### src/rtl/inpr_pkg.sv
// package for the indexed node pool: sizes, opcodes, command and state types
// no dependencies
`timescale 1ns / 1ps
`default_nettype none
package inpr_pkg;
    localparam int POOL_NODES   = 1024;
    localparam int PAYLOAD_BITS = 32;
    localparam int IDX_W        = 10;
    localparam int DATA_W       = 32;
    localparam int NODE_W       = $clog2(POOL_NODES);
    localparam int PAY_W        = PAYLOAD_BITS;

    typedef enum logic [2:0] {
        OP_ALLOC   = 3'd0,
        OP_LINK    = 3'd1,
        OP_UNLINK  = 3'd2,
        OP_RELEASE = 3'd3,
        OP_READ    = 3'd4
    } op_t;

    typedef enum logic [2:0] {
        K_ALLOC,
        K_LINK,
        K_UNLINK,
        K_RELEASE,
        K_READ
    } kind_t;

    typedef struct packed {
        kind_t              kind;
        logic [IDX_W-1:0]   node;
        logic [IDX_W-1:0]   root;
        logic [PAY_W-1:0]   data;
        logic               node_ok;
        logic               root_ok;
    } cmd_t;

    typedef enum logic [3:0] {
        S_CLR,
        S_IDLE,
        S_A_RD,
        S_A_CHK,
        S_L_RD,
        S_L_W1,
        S_L_W2,
        S_U_RD,
        S_U_W1,
        S_U_W2,
        S_REL,
        S_REP_RD,
        S_REP_OUT
    } state_t;

    typedef struct packed {
        logic clearing;
        logic busy;
    } status_t;

    function automatic logic node_in_pool(input logic [IDX_W-1:0] i);
        return (i != '0) && (32'(i) < POOL_NODES);
    endfunction
endpackage
`default_nettype wire

### src/rtl/inpr_front.sv
// front end: accepts input items and classifies them into commands
// depends on inpr_pkg
`timescale 1ns / 1ps
`default_nettype none
module inpr_front (
    input  wire logic                   in_valid,
    output logic                        in_stall,
    input  wire logic [2:0]             opcode,
    input  wire logic [inpr_pkg::IDX_W-1:0]  node_index,
    input  wire logic [inpr_pkg::IDX_W-1:0]  root_index,
    input  wire logic [inpr_pkg::DATA_W-1:0] payload,
    input  wire inpr_pkg::status_t      status,
    input  wire logic                   q_full,
    output logic                        q_push,
    output inpr_pkg::cmd_t              q_cmd
);
    import inpr_pkg::*;

    always_comb
    begin
        in_stall = q_full || status.clearing;
        q_push   = in_valid && !in_stall;
        unique case (opcode)
            OP_ALLOC:   q_cmd.kind = K_ALLOC;
            OP_LINK:    q_cmd.kind = K_LINK;
            OP_UNLINK:  q_cmd.kind = K_UNLINK;
            OP_RELEASE: q_cmd.kind = K_RELEASE;
            default:    q_cmd.kind = K_READ;
        endcase
        q_cmd.node    = node_index;
        q_cmd.root    = root_index;
        q_cmd.data    = PAY_W'(payload);
        q_cmd.node_ok = node_in_pool(node_index);
        q_cmd.root_ok = node_in_pool(root_index);
    end
endmodule
`default_nettype wire

### config.mk
export PLATFORM = sky130hd
export DESIGN_NAME = inpr_front
export DESIGN_NICKNAME = d
export VERILOG_FILES = /design/src/rtl/inpr_pkg.sv /design/src/rtl/inpr_front.sv
export SDC_FILE = /design/constraint.sdc
export NUM_CORES = 1
export LEC_CHECK = 0
export BUFFER_PORTS_ARGS = -buffer_cell sky130_fd_sc_hd__buf_2
export CAP_MARGIN = 20
export CORE_MARGIN = 4
export CORE_UTILIZATION = 20
export DETAILED_ROUTE_END_ITERATION = 10
export PLACE_DENSITY = 0.88
export SYNTH_ARGS = -nofsm -noshare
export SYNTH_HDL_FRONTEND = slang
export SYNTH_SLANG_ARGS = --single-unit
### constraint.sdc
create_clock -name vclk -period 0.8
set_clock_uncertainty 0.2 [all_clocks]
set_input_delay 0.08 -clock vclk [all_inputs]
set_output_delay 0.08 -clock vclk [all_outputs]
set_load 0.01 [all_outputs]
# Word level (Yosys, flattened, before mapping)
# Cells that the tools add are included.
[totals]
register_bits = 0
input_bits = 59
output_inout_bits = 59
elab_cells = 10
[op_classes]
eq_ne = 3
mux = 1
n_reduce_logical = 6
[op_table]
columns = ["op", "n"]
rows = [
  ["nonzero test 10 bit", 2],
  ["one-hot mux 3 bit (4 select lines)", 1],
  ["== test 3 x 2 -> 1 bit (second input constant)", 2],
  ["== test 3 x 1 -> 1 bit (second input constant)", 1],
  ["zero test 3 bit", 1],
  ["logical AND 1 bit", 1],
  ["zero test 1 bit", 1],
  ["logical OR 1 bit", 1],
]

# Longest topological paths before layout
# Gate-level depths: netlist of run 1.
[depth]
depth_word = 3
mapped_depth = 2
mapped_depth_nobuf = 2

# Worst setup path after synthesis of run 1
# OpenSTA, ideal clock, no wires.
[synth_path]
path_kind = "input -> output"
from = "input status[1] (netlist name)"
to = "output q_push"
arrival_ns = 0.525
t_required_ns = 0.520
slack_ns = -0.005
cell_stages = 2
n_path_buf = 0
cell_sequence = "or2_1 > nor2_1"
[synth_via]
elab_chain_len = 3
[synth_lines]
columns = ["element", "line", "text"]
rows = [
  ["start: declaration", "inpr_front.sv:12", "input wire inpr_pkg::status_t status,"],
  ["logical OR 1 bit", "inpr_front.sv:21", "in_stall = q_full || status.clearing;"],
  ["zero test 1 bit", "inpr_front.sv:22", "q_push = in_valid && !in_stall;"],
  ["logical AND 1 bit", "inpr_front.sv:22", ""],
  ["end: declaration", "inpr_front.sv:14", "output logic q_push,"],
]
# Every way passes these cells.

==> results of run 1 <==
[cell type report]
cell class / instances / area (µm²) / area share
inverter: 1 / 3.75 / 0.00743
tap: 28 / 35.0 / 0.0693
timing repair buffer: 56 / 345 / 0.683
multi-input combinational: 12 / 121 / 0.240
[final timing paths]
check	to	cells after the start
hold / removal	q_cmd[11]	0
setup / recovery	q_cmd[0]	4
[repair_timing]
| item | CTS | global route |
|---|---|---|
| endpoints found under the setup margin | 4 | 4 |
| setup buffers | 0 | 0 |
| resized for setup | 12 | 7 |
| pin swaps | 6 | 2 |
| endpoints found under the hold margin | 32 | 32 |
[through the flow]
step | area [µm²] | setup TNS [ns] | cells | power (mW)
6_report | 505 | -0.374 | 97 | 0.254
5_1_grt | 505 | -0.545 | 97 | 0.276
3_3_place_gp | 394 | -0.497 | 97 | 0.197
2_1_floorplan | 465 | 0 | 66 | 0.292
3_5_place_dp | 394 | -0.513 | 97 | 0.200
4_1_cts | 474 | -0.405 | 97 | 0.238
[power by group]
group	internal [mW]	switching, mW	total [mW]
registers	0	0	0
clock network	0	0	0
logic	0.141	0.112	0.254
total	0.141	0.112	0.254
[per-layer routing]
layer / vias up / track usage / wire [µm]
li1: 160 / - / -
met1: 147 / 0.0435 / 258
met2: 49 / 0.112 / 467
met3: 20 / 0.0278 / 281
met4: 0 / 0.0475 / 82
met5: - / 0 / 0
[kinds of logic after synthesis]
group / share of synthesized area
buffers and inverters: 0.859
AND/OR/NAND/NOR: 0.141
[cells in the final DEF (no fill, tap or decap)]
| cell type | synthesis | routed |
|---|---|---|
| buf_2 | 0 | 45 |
| buf_4 | 52 | 3 |
| buf_6 | 0 | 6 |
| buf_8 | 0 | 2 |
| inv_1 | 1 | 1 |
| nand3_1 | 2 | 2 |
| nor2_1 | 3 | 2 |
| nor2_2 | 0 | 1 |
| nor2b_1 | 2 | 2 |
| nor4_2 | 0 | 1 |
| nor4_4 | 0 | 3 |
| or2_4 | 0 | 1 |
==> reports/metrics.csv, run 1 <==
stage,metric,value,unit
finish,clock_buffers,0,
floorplanning,die_h,56.1,µm
critical_path,critPathLaunch,root_index[6],
drt,ant_nets,0,
logic_synthesis,yosysUniqueCellTypes,8,
critical_path,cp_max_fo,2,
logic_synthesis,syn_nets,125,
floorplanning,die-area,3150,µm²
logic_synthesis,yosys_warnings,0,
critical_path,critPathMaxStageDelay,0.25,ns
logic_synthesis,yosys.area.top_type_share,0.843,
grt,grt_pass1_wl,1.61,mm
finish,n_antenna_cell,0,
logic_synthesis,yosys.area.top_type,buf_4,
sta,fin_crit_sh,1.18,
drt,drt-wirelength-per-cell,11.2,µm
critical_path,cp.arrival,0.66,ns
floorplanning,top_level_ports,118,
drt,drc,0,
finish,nets,130,
grt,grt_util_all_layers,0.0591,
critical_path,worstSetupEndpointType,output port,
sta,max_clock_freq,1060,MHz
sta,min_period,0.944,ns
sta,hold_viol,32,
power_and_ir_drop,power.density,502,nW/µm²
drt,via_per_inst,3.88,
drt,dr.first_iter.drc_count,6,
finish,layout-drive-gt1-share,0.899,
critical_path,path_cells,"buf_8, nor4_4, nand3_1, buf_2",
power_and_ir_drop,power.static_leakage,0.270,nW
placement,port-buffer-count,53,
finish,syn_to_final_growth,9.19,%
grt,grt_max_degree,4,
grt,grt_pass1_vias,376,
logic_synthesis,syn_area,463,µm²
critical_path,critical_path_buf_inv_count,2,
sta,relSlewSlack,0.874,
power_and_ir_drop,vdd_ir_drop_max,124,µV
logic_synthesis,synth.area.top_cells,"buf_4, nor4_1, nor2b_1, nor2_1, nand3_1",
logic_synthesis,syn_inst,66,
finish,seq_area,0,µm²
floorplanning,rows,17,
sta,rsz0062_at_grt,yes,
drt,routed_wl,1.09,mm
critical_path,cp_data_required_time,0.52,ns
status,failed_checks,"hold timing, setup timing",
status,status,"finished, violations left",
critical_path,crit_slowest_cell,nor4_4,
critical_path,crit_type,in2out,
critical_path,cpLargestDelayFamily,simple AND/OR/NAND/NOR gates,
logic_synthesis,yosysSeqAreaShare,0,
hold_path,hp-class,in2out,
placement,pre_cts_ws,-0.216,ns
floorplanning,core-area,2210,µm²
grt,grt.overflow.total,0,
sta,worstMarginPinSlew,0.187,ns
sta,hold_ws,-0.0400,ns
drt,routed-via-count,376,
logic_synthesis,yosysMostFrequentCell,buf_4,
sta,final_max_slew_viol_count,0,
finish,seq_cells,0,
logic_synthesis,synthTopCellsByCount,"buf_4, nor4_1, nor2_1, nand3_1, nor2b_1",
sta,fin_ws,-0.144,ns
critical_path,crit_path_start_kind,primary input,
grt,antenna_found_initial,0,
drt,first_pass_iters,2,
finish,nFillCells,239,
job,maxCapViolations,0,
logic_synthesis,postSynthAreaPerCell,7.01,µm²
floorplanning,die_width,56.1,µm
hold_path,hold_start,payload[9],
placement,gp_congestion,0.538,
sta,finalSetupViolCount,4,
finish,fin_util,0.229,
floorplanning,start_util,0.209,
No activity file was read; power rests on OpenSTA's default activity.
==> inputs of run 2 (changes only) <==
Settings changed: BUFFER_PORTS_ARGS -buffer_cell sky130_fd_sc_hd__buf_2 to default, CORE_UTILIZATION 20 to 33, DONT_BUFFER_PORTS from default to 1, PLACE_DENSITY 0.88 to 0.56.
==> run 2 against run 1 <==
Against the previous run: the run ends with hold timing left; sequential share of layout area unchanged; largest power group unchanged; worst setup slack improved by 0.19 ns; maximum frequency increased by 25%; flip-flop and latch count unchanged; critical endpoint is now q_cmd[1]; die area decreased by 34%; wire length decreased by 29%; count of clock-buffer cells in the layout unchanged; total power decreased by 86%; global-route usage about the same; first-iteration DRC count decreased by 100%.
==> reports/metrics.csv, run 2 (synthesis gave the netlist of run 1 again) <==
stage,metric,value,unit
critical_path,critical_path_depth,2,
drt,via_per_inst,6.21,
sta,min_period,0.756,ns
grt,grt_pass1_wl,910,µm
power_and_ir_drop,p_switching,15.5,µW
drt,dr.first_iter.drc_count,0,
drt,drt-wirelength-per-cell,26.6,µm
sta,rsz0062_at_grt,yes,
power_and_ir_drop,vdd_ir_drop_max,79.3,µV
grt,grt.overflow.total,0,
critical_path,worstSetupEndpointType,output port,
floorplanning,top_level_ports,118,
finish,nets,75,
power_and_ir_drop,netSwitchingFraction,0.435,
critical_path,critical_path_buf_inv_count,0,
floorplanning,die_h,45.5,µm
sta,worstMarginPinSlew,0.232,ns
critical_path,cpLargestDelayFamily,simple AND/OR/NAND/NOR gates,
power_and_ir_drop,intPower,20.2,µW
critical_path,crit_path_start_kind,primary input,
placement,placed_area,97.6,µm²
sta,hold_viol,53,
placement,port-buffer-count,0,
critical_path,path_cells,"nor4_4, nand3_2",
drt,first_pass_iters,1,
finish,syn_to_final_growth,-63.8,%
finish,seq_area,0,µm²
power_and_ir_drop,p_comb_frac,1.000,
critical_path,critPathMaxStageDelay,0.27,ns
drt,drc,0,
job,maxCapViolations,0,
sta,fin_crit_sh,0.945,
power_and_ir_drop,seqPwrFrac,0,
power_and_ir_drop,power.density,213,nW/µm²
hold_path,hp-class,in2out,
critical_path,cp_max_fo,2,
critical_path,crit_type,in2out,
floorplanning,core-area,1320,µm²
drt,ant_nets,0,
finish,seq_cells,0,
critical_path,crit_slowest_cell,nor4_4,
sta,hold_ws,-0.0400,ns
critical_path,crit_end,q_cmd[1],
finish,final_cell_mix,"nor4_4, nor2b_1, nor2_1, nand3_2",
placement,pre_cts_ws,-0.0734,ns
floorplanning,rows,13,
floorplanning,start_util,0.351,
power_and_ir_drop,pwr-share-clk,0,
finish,clock_buffers,0,
critical_path,cp_data_required_time,0.52,ns
sta,final_max_slew_viol_count,0,
finish,n_antenna_cell,0,
grt,antenna_found_initial,0,
finish,stdcell_count,29,
critical_path,critPathLaunch,node_index[5],
finish,design_area,168,µm²
sta,max_clock_freq,1320,MHz
floorplanning,die-area,2070,µm²
power_and_ir_drop,power,35.7,µW
floorplanning,die_width,45.5,µm
drt,routed-via-count,180,
critical_path,cp.arrival,0.48,ns
drt,routed_wl,771,µm
grt,grt_pass1_vias,183,
status,failed_checks,hold timing,
sta,fin_ws,0.0441,ns
power_and_ir_drop,power.static_leakage,0.0321,nW
sta,relSlewSlack,0.845,
sta,finalSetupViolCount,0,
grt,grt_util_all_layers,0.0587,
finish,layout-drive-gt1-share,0.571,
finish,final_common_cell,nor4_4,
placement,placed_cells,29,
placement,gp_congestion,0.476,
grt,grt_max_degree,4,
status,status,"finished, violations left",
[run 2: what timing repair did]
| action | in CTS | in global routing |
|---|---|---|
| setup endpoints to repair | 2 | 2 |
| pin swaps | 2 | 3 |
| setup buffers | 0 | 0 |
| hold endpoints to repair | 53 | 53 |
| gates resized for setup | 6 | 4 |
[run 2: area by class of cell]
type | count | area, µm²
fill | 149 | 1150
multi-input combinational | 12 | 138
timing repair buffer | 1 | 7.51
inverter | 1 | 3.75
tap | 15 | 18.8
[run 2: metal layers]
layer  share of wire  GRT usage
met5               0          0
met4           0.069     0.0585
met3            0.35     0.0909
met2            0.42     0.0780
met1            0.16     0.0282
[run 2: per-stage QoR]
stage                     utilization  setup TNS, ns
final                           0.127              0
after CTS                       0.106              0
after detailed placement       0.0741         -0.120
after global routing            0.127       -0.00214
after floorplan                     -              0
after global placement         0.0741        -0.0697
[run 2: power by group through the flow]
stage                     combinational [mW]  sequential [mW]  clock (mW)
final                                 0.0357                0           0
after global routing                  0.0391                0           0
after CTS                             0.0320                0           0
after detailed placement              0.0267                0           0
after global placement                0.0266                0           0
after floorplan                        0.292                0           0
[run 2: worst min-delay path by stage]
| stage | startpoint | endpoint | cells past startpoint |
|---|---|---|---|
| floorplan | opcode[2] | q_cmd[54] | 1 |
| global placement | payload[11] | q_cmd[13] | 0 |
| detailed placement | payload[11] | q_cmd[13] | 0 |
| CTS | payload[11] | q_cmd[13] | 0 |
| global route | payload[28] | q_cmd[30] | 0 |
| finish | root_index[9] | q_cmd[43] | 0 |
