**src/rtl/inpr_pkg.sv**
```systemverilog
// package for the indexed node pool: sizes, opcodes, command and state types
// no dependencies
`timescale 1ns / 1ps
`default_nettype none
package inpr_pkg;
    localparam int POOL_NODES   = 1024;
    localparam int PAYLOAD_BITS = 32;
    localparam int IDX_W        = 10;
    localparam int DATA_W       = 32;
    localparam int NODE_W       = $clog2(POOL_NODES);
    localparam int PAY_W        = PAYLOAD_BITS;

    typedef enum logic [2:0] {
        OP_ALLOC   = 3'd0,
        OP_LINK    = 3'd1,
        OP_UNLINK  = 3'd2,
        OP_RELEASE = 3'd3,
        OP_READ    = 3'd4
    } op_t;

    typedef enum logic [2:0] {
        K_ALLOC,
        K_LINK,
        K_UNLINK,
        K_RELEASE,
        K_READ
    } kind_t;

    typedef struct packed {
        kind_t              kind;
        logic [IDX_W-1:0]   node;
        logic [IDX_W-1:0]   root;
        logic [PAY_W-1:0]   data;
        logic               node_ok;
        logic               root_ok;
    } cmd_t;

    typedef enum logic [3:0] {
        S_CLR,
        S_IDLE,
        S_A_RD,
        S_A_CHK,
        S_L_RD,
        S_L_W1,
        S_L_W2,
        S_U_RD,
        S_U_W1,
        S_U_W2,
        S_REL,
        S_REP_RD,
        S_REP_OUT
    } state_t;

    typedef struct packed {
        logic clearing;
        logic busy;
    } status_t;

    function automatic logic node_in_pool(input logic [IDX_W-1:0] i);
        return (i != '0) && (32'(i) < POOL_NODES);
    endfunction
endpackage
`default_nettype wire

```
**src/rtl/inpr_queue.sv**
```systemverilog
// two entry command queue between front and back
// depends on inpr_pkg
`timescale 1ns / 1ps
`default_nettype none
module inpr_queue (
    input  wire logic           clk,
    input  wire logic           rst_n,
    input  wire logic           push,
    input  wire inpr_pkg::cmd_t push_cmd,
    input  wire logic           pop,
    output inpr_pkg::cmd_t      head_cmd,
    output logic                empty,
    output logic                full
);
    import inpr_pkg::*;

    cmd_t       slot_reg [2];
    logic       wptr_reg, rptr_reg;
    logic [1:0] cnt_reg, cnt_next;

    assign head_cmd = slot_reg[rptr_reg];
    assign empty    = (cnt_reg == 2'd0);
    assign full     = (cnt_reg == 2'd2);

    always_comb
    begin
        cnt_next = cnt_reg;
        if (push && !pop)
        begin
            cnt_next = cnt_reg + 2'd1;
        end
        else if (pop && !push)
        begin
            cnt_next = cnt_reg - 2'd1;
        end
    end

    always_ff @(posedge clk or negedge rst_n)
    begin
        if (!rst_n)
        begin
            wptr_reg <= 1'b0;
            rptr_reg <= 1'b0;
            cnt_reg  <= 2'd0;
        end
        else
        begin
            cnt_reg <= cnt_next;
            if (push)
            begin
                wptr_reg <= !wptr_reg;
            end
            if (pop)
            begin
                rptr_reg <= !rptr_reg;
            end
        end
    end

    always_ff @(posedge clk)
    begin
        if (push)
        begin
            slot_reg[wptr_reg] <= push_cmd;
        end
    end
endmodule
`default_nettype wire

```
**config.mk**
```make
export PLATFORM = sky130hd
export DESIGN_NAME = inpr_queue
export DESIGN_NICKNAME = d
export VERILOG_FILES = /design/src/rtl/inpr_pkg.sv /design/src/rtl/inpr_queue.sv
export SDC_FILE = /design/constraint.sdc
export NUM_CORES = 1
export LEC_CHECK = 0
export ABC_AREA = 1
export ABC_CLOCK_PERIOD_IN_PS = 7600
export BUFFER_PORTS_ARGS = -buffer_cell sky130_fd_sc_hd__buf_2
export CORE_MARGIN = 3
export CORE_UTILIZATION = 55
export DETAILED_ROUTE_END_ITERATION = 6
export PLACE_DENSITY = 0.83
export SKIP_CTS_REPAIR_TIMING = 1
export SLEW_MARGIN = 0
export SYNTH_ARGS = -nofsm -noshare
export SYNTH_HDL_FRONTEND = slang
export SYNTH_SLANG_ARGS = --single-unit
export TNS_END_PERCENT = 1
```
**constraint.sdc**
```tcl
create_clock -name clk -period 7.6 [get_ports clk]
set_input_delay 1.14 -clock clk [delete_from_list [all_inputs] [get_ports clk]]
set_output_delay 1.14 -clock clk [all_outputs]
set_load 0.03 [all_outputs]
```
# Yosys cells after proc, flatten, opt, wreduce, memory -nomap -nowiden
# Memories as Yosys holds them, arrays and structs flattened.
# Index checks and enable logic that the tools add are counted.
[op_classes]
add_sub_neg = 2
n_eq_ne = 1
n_mux = 4
reduce_logical = 8
[op_table]
columns = ["cell", "count"]
rows = [
  ["$logic_not 1->1", 4],
  ["$mux 2", 2],
  ["$add 2x1->2 const B", 1],
  ["$eq 2x2->1 const B", 1],
  ["$logic_and 1x1->1", 2],
  ["$logic_not 2->1", 1],
  ["$mux 1", 2],
  ["$reduce_bool 2->1", 1],
  ["$sub 2x1->2 const B", 1],
]
[totals]
reg_bits = 4
mem_bits_rw = 114
input_bits = 61
output_inout_bits = 59
elab_cells = 19
n_memories = 1
[mem_list]
columns = ["memory", "words", "width", "read_ports", "rd_ports_with_merged_regs", "wr", "line", "rtl"]
rows = [
  ["slot_reg", 2, 57, 1, 0, 1, "inpr_queue.sv:17", "cmd_t slot_reg [2];"],
]

# Depth between registers and ports, before layout
# Gate-level depths: netlist (run 1).
[depth]
ltp_word = 4
mapped_depth = 7
ltp_nobuf = 7

# Worst setup path after synthesis (run 1)
# OpenSTA, ideal clock, no wires.
[synth_path]
path_kind = "input port to flip-flop"
start = "input push"
end = "memory slot_reg[0][0] (netlist bit) (enable)"
setup_ns = 0.473
arrival_ns = 3.572
required_time_ns = 7.127
path_slack_ns = 3.555
stages = 2
path_buffers = 0
path_cell_list = "inv_1 nor2_1"
[synth_between]
elab_chain_len = 2
[synth_rtl]
columns = ["item", "line", "rtl"]
rows = [
  ["from (decl)", "inpr_queue.sv:8", "input wire logic push,"],
  ["$mux 1", "inpr_queue.sv:62", "if (push)"],
  ["$mux 1 (implied by the code)", "inpr_queue.sv:64", "slot_reg[wptr_reg] <= push_cmd;"],
  ["to (decl)", "inpr_queue.sv:17", ""],
]
# Every way passes these cells.

==> results.md, run 1 <==
- Routed len/inst: 16.2 µm
- Synth warn: 0
- Total core area: 7490 µm²
- Largest stage delay on the critical path: 0.82 ns
- Post-DP HPWL: 4.77 mm
- Initial antenna violation count: 0
- H-tree depth: 4
- Most used DFF post-synth: edfxtp_1
- Part of the cycle the worst path needs: 46.8%
- Clock Tree Buf Depth: 2
- Pins Over Slew Limit: 0
- Post-Layout Cell Count: approximately 450
- Pwr dens: around 420 nW/µm²
- Via count: between 2000 and 2500
- Crit-path cells: buf_4, mux2_2, buf_2
- Total negative slack: 0 ns
- Pleak: 2.24 nW
- Pin count of the biggest net entering global routing: just under 60
- Vias per cell: between 4 and 5
- Tightest Pin Transition: approximately 0.76 ns
- Layout Nets: around 400
- DRT iter0 DRCs: 116
- Synthesized area per cell: 21.8 µm²
- Worst-skew pair later-pin latency: around 0.49 ns
- Synth cell count leaders: edfxtp_1, mux2_2, mux2_4
- Worst path arrival time: 2.42 ns
- Total GRT Usage: about 17%
- RSZ-0062 raised after global routing: no
- Die ar.: just over 9000 µm²
- Worst Hold Class: input port to async pin
- CTS buffer count: 17
- Share of cells above drive strength 1: 59.0%
- Setup slack after layout: about 4.0 ns
- Asr flop ratio synth: 3.39%
- Clock root cell: clkbuf_8
- Kind of cell adding the most delay to the critical path: flip-flops
- Max rail drop VDD: 0.287 mV
- Type of origin of the critical path: register
- Final Hold Viols: 0
- Placed cells: approximately 420
- Status: finished clean
- CP Buf/Inv Count: 2
- # port buffers: 119
- Syn-to-layout area delta: 28.1%
- Clk sink count: 118
- Total Wirelength: between 7 and 8 mm
- Vias in the first global route: 2312
- CTS clock-pin slew for the worst setup and hold paths: about 0.050 ns
- Die width: ~95 µm
- Post-synth EDFFs: 114
- CTS tree: yes
- Critical path's slowest cell: dfrtp_2
- Sequential area share after synthesis: between 80% and 90%
- Final setup vio count: 0
- Global-route wire length before repair: 11.2 mm
- Post-route minimum period: 3.56 ns
- Clock skew: 0.00413 ns
- Critical Path End Type: output port
- DRC: 0
- Seq cells post-synth: 118
- Largest register FFs: 114
- Pre-antenna DRT Iters: 4
- Die height: 95.4 µm
- Post-Place Setup Slack: between 4 and 5 ns
- CP required: 6.46 ns
- Min Hold Slack: about 0.45 ns
- N_diodes: 0
- Slew HR: ~50%
- FMAX: 0.281 GHz
- Initial cell density of the core: 58.7%
- Kind of critical path: register to output port
- Rows: 31
- Grt total ovfl: 0
- Count leader, synth: edfxtp_1
- Total power: 0.00239 W
- Crit path max fanout: 30
- Max cap viols: 0
- Leading area contributor after synthesis: edfxtp_1
- Cell count after synthesis: 202
- Area contributors post-synth: edfxtp_1, mux2_2, mux2_4
- Post-synth net total: between 200 and 300
- Io pins: 120
- RD Place Congestion: between 0.6 and 0.7
- Synth unique cells: 14
- Share of the synthesized area in the top cell type: slightly below 80%
- Netlist Area Pre-Place: approximately 4400 µm²
- Antenna-violating nets left: 0
==> power breakdown <==
| group | internal, W | leakage, nW | switching, W |
|---|---|---|---|
| Clock | 0.000454 | 0.251 | 0.000245 |
| Combinational | 0.000281 | 0.871 | 0.000471 |
| Sequential | 0.000867 | 1.12 | 0.0000680 |
| Total | 0.00160 | 2.24 | 0.000784 |
==> metrics by stage <==
stage | util (%) | area, µm²
2_1_floorplan | - | 4400
3_3_place_gp | 68.1 | 5100
3_5_place_dp | 68.1 | 5100
4_1_cts | 75.2 | 5630
5_1_grt | 75.2 | 5630
6_report | 75.2 | 5630
==> cell usage in the layout (no fill, tap or decap) <==
cell type,count
buf_2,119
edfxtp_1,114
mux2_2,37
mux2_4,20
clkbuf_16,16
inv_1,6
clkinv_1,6
nand2_1,5
clkinvlp_4,3
dfrtp_1,3
buf_4,3
nor2_1,2
xor2_1,2
clkinv_2,2
bufinv_16,2
inv_2,1
nor2_4,1
xnor2_1,1
nand3_1,1
nand4_1,1
ha_1,1
clkbuf_8,1
clkbuf_1,1
dfrtp_2,1
==> final timing paths <==
kind                                   startpoint  cells after the start                        end  slack [ns]
setup / recovery             rptr_reg$_DFFE_PN0P_                      3               head_cmd[52]        4.04
hold / removal                              rst_n                      1     cnt_reg[1]$_DFFE_PN0P_        0.45
setup reg to reg             wptr_reg$_DFFE_PN0P_                      3  slot_reg[1][24]$_DFFE_PP_        5.79
hold reg to reg            cnt_reg[1]$_DFFE_PN0P_                      2     cnt_reg[1]$_DFFE_PN0P_        0.52
max in group asynchronous                   rst_n                      1       rptr_reg$_DFFE_PN0P_        7.02
min in group clk           cnt_reg[1]$_DFFE_PN0P_                      2     cnt_reg[1]$_DFFE_PN0P_        0.52
==> logic make-up after synthesis <==
kind of cell             after synthesis  share of synthesized area, %
XOR/XNOR                               3                         0.598
AND/OR/NAND/NOR                       10                         0.939
flip-flops                           118                          80.2
buffers and inverters                 13                          1.71
adder cells (fa/ha/maj)                1                         0.285
multiplexers                          57                          16.3
==> layout make-up <==
| cell class | instances | area, µm² |
|---|---|---|
| fillers | 447 | 1860 |
| well taps | 99 | 124 |
| clock inverters | 13 | 115 |
| clock buffers | 18 | 418 |
| multi-input cells | 71 | 805 |
| flip-flops and latches | 118 | 3520 |
| inverters | 7 | 26.3 |
| repair buffers | 122 | 618 |
==> per-layer routing <==
layer,wire length (µm),GRT usage [%],up-vias
met5,0,0,-
met4,71,7.35,0
met3,661,7.42,9
met2,3760,28.6,92
met1,2770,19.3,1082
li1,-,-,1054
Power figures use the tool's default switching activity.
==> run 2: changes to the inputs <==
ABC_CLOCK_PERIOD_IN_PS = 3690   (was 7600)
CORE_UTILIZATION = 52   (was 55)
PLACE_DENSITY = 0.79   (was 0.83)
clock period = 3.69 ns   (was 7.6 ns; I/O delays follow)
==> run 2 against run 1 <==
Sequential power up 110%. Largest power group unchanged. Largest cell class unchanged. Clock skew up 0.00064 ns. Critical endpoint is now head_cmd[56]. Global-route usage down 0.46 points.
==> results.md, run 2 (same netlist as run 1, synthesis figures left out) <==
- Status: finished clean (unchanged)
- Pwr dens: 886 nW/µm² (was 424 nW/µm²)
- Top layer in use: met4 (unchanged)
- Worst path arrival time: 2.27 ns (was 2.42 ns)
- Vias per cell: 5.00 (was 4.99)
- Pin count of the biggest net entering global routing: 31 (was 58)
- DRT iter0 DRCs: 138 (was 116)
- Fillers: 518 (was 447)
- FMAX: 0.354 GHz
- H-tree depth: 4 (unchanged)
- # port buffers: 119 (unchanged)
- Worst Setup SP: rptr_reg$_DFFE_PN0P_ (unchanged)
- Clock root cell: clkbuf_8 (unchanged)
- Pleak: 2.27 nW (was 2.24 nW)
- Pins Over Slew Limit: 0 (unchanged)
- Commonest non-fill, non-tap cells in the layout: buf_2, edfxtp_1, mux2_2 (unchanged)
- Total Wirelength: 7.60 mm (was 7.27 mm)
- Clock skew: 0.00477 ns (was 0.00413 ns)
- Final setup vio count: 0 (unchanged)
- Final Util: 71.6% (was 75.2%)
- Launch point of the worst reg-to-reg path: wptr_reg$_DFFE_PN0P_ (unchanged)
- Leading cell type in the layout, fill and taps excluded: buf_2 (unchanged)
- Share of cells above drive strength 1: 60.7% (was 59.0%)
- Worst R2R Path Depth: 3 (unchanged)
- Die ar.: 9590 µm² (was 9100 µm²)
- Antenna-violating nets left: 0 (unchanged)
- Total GRT Usage: 16.7% (was 17.2%)
- Initial antenna violation count: 0 (unchanged)
- Max rail drop VDD: 0.484 mV (was 0.287 mV)
- Worst Hold Class: input port to register (was input port to async pin)
- Total core area: 7970 µm² (was 7490 µm²)
- Syn-to-layout area delta: 29.8% (was 28.1%)
- Routed len/inst: 16.8 µm (was 16.2 µm)
- N_diodes: 0 (unchanged)
- Critical Path End Type: output port (unchanged)
- Layout Nets: 401 (was 399)
- Pre-antenna DRT Iters: 4 (unchanged)
- Post-DP HPWL: 4.94 mm (was 4.77 mm)
- Type of origin of the critical path: register (unchanged)
- Max cap viols: 0 (unchanged)
- Part of the cycle the worst path needs: 76.6%
- Grt total ovfl: 0 (unchanged)
- RSZ-0062 raised after global routing: no (unchanged)
- Setup crit end: head_cmd[56] (was head_cmd[52])
- Tightest Pin Transition: 0.877 ns (was 0.760 ns)
- CTS clock-pin slew for the worst setup and hold paths: 0.05 ns (about the same)
- Die height: 97.9 µm (was 95.4 µm)
- Initial cell density of the core: 55.2% (was 58.7%)
- Vias in the first global route: 2492 (was 2312)
- Final Hold Viols: 0 (unchanged)
- Kind of critical path: register to output port (unchanged)
- CTS buffer count: 17 (unchanged)
- Die width: 97.9 µm (was 95.4 µm)
- Via count: 2265 (was 2237)
- Global-route wire length before repair: 12.1 mm (was 11.2 mm)
- Worst-skew pair later-pin latency: 0.50 ns (was 0.49 ns)
- Met2 WL: 3.80 mm (was 3.76 mm)
- CP required: 3.14 ns (was 6.46 ns)
- CTS tree: yes (unchanged)
- Clock Tree Buf Depth: 2 (unchanged)
- Clk sink count: 118 (unchanged)
- Rows: 32 (was 31)
- Reg2reg end: slot_reg[1][9]$_DFFE_PP_ (was slot_reg[1][24]$_DFFE_PP_)
- Total negative slack: 0 ns (unchanged)
- Post-route minimum period: 2.83 ns
- Io pins: 120 (unchanged)
- DRC: 0 (unchanged)
- Slew HR: 41.4% (was 49.3%)
- Crit path max fanout: 26 (was 30)
- RD Place Congestion: 0.681 (about the same)
- R2R setup slack: 1.85 ns (was 5.79 ns)
- Largest register FFs: 114 (unchanged)
- DRT met1 WL: 3.04 mm (was 2.77 mm)
- Met3 wire length: 659 µm (was 661 µm)
## run 2: where the power goes
group	switching, W	total [W]	internal (W)
registers	0.000140	0.00192	0.00178
clock network	0.000546	0.00156	0.00102
logic	0.000979	0.00157	0.000594
total	0.00166	0.00506	0.00339
## run 2: critical path: stages (launching register included)
cell	delay [ns]
dfrtp_2	0.80
buf_4	0.40
mux2_2	0.38
buf_2	0.18
## run 2: how the worst min path moves through the flow
| stage | from | end | cells after the start |
|---|---|---|---|
| floorplan | rst_n | cnt_reg[0]$_DFFE_PN0P_ | 0 |
| global placement | rst_n | cnt_reg[0]$_DFFE_PN0P_ | 1 |
| detailed placement | rst_n | cnt_reg[1]$_DFFE_PN0P_ | 1 |
| CTS | rst_n | cnt_reg[1]$_DFFE_PN0P_ | 1 |
| global route | push_cmd[26] | slot_reg[1][26]$_DFFE_PP_ | 1 |
| finish | push_cmd[26] | slot_reg[0][26]$_DFFE_PP_ | 1 |
## run 2: layout make-up
cell class              instances  area [µm²]  share of cell area, %
inverters                       7        26.3                  0.460
repair buffers                124         648                   11.4
well taps                     102         128                   2.24
clock buffers                  17         414                   7.26
clock inverters                14         161                   2.83
multi-input cells              71         805                   14.1
flip-flops and latches        118        3520                   61.8
## run 2: stage by stage
stage	hold slack (ns)	cell area (µm²)	std cells	worst slack, ns	power [W]
after floorplan	0.258	4400	202	0.231	0.00314
after global placement	0.360	5120	421	1.35	0.00351
after detailed placement	0.363	5120	421	1.34	0.00354
after CTS	-0.170	5700	452	0.784	0.00512
after global routing	0.215	5710	453	0.732	0.00528
final	0.237	5710	453	0.864	0.00506
## run 2: per-layer routing
metal / vias to the layer above / global-route usage (%)
met2: 104 / 27.8
met3: 11 / 7.21
met4: 0 / 7.03
met1: 1091 / 18.9
met5: - / 0
li1: 1059 / -
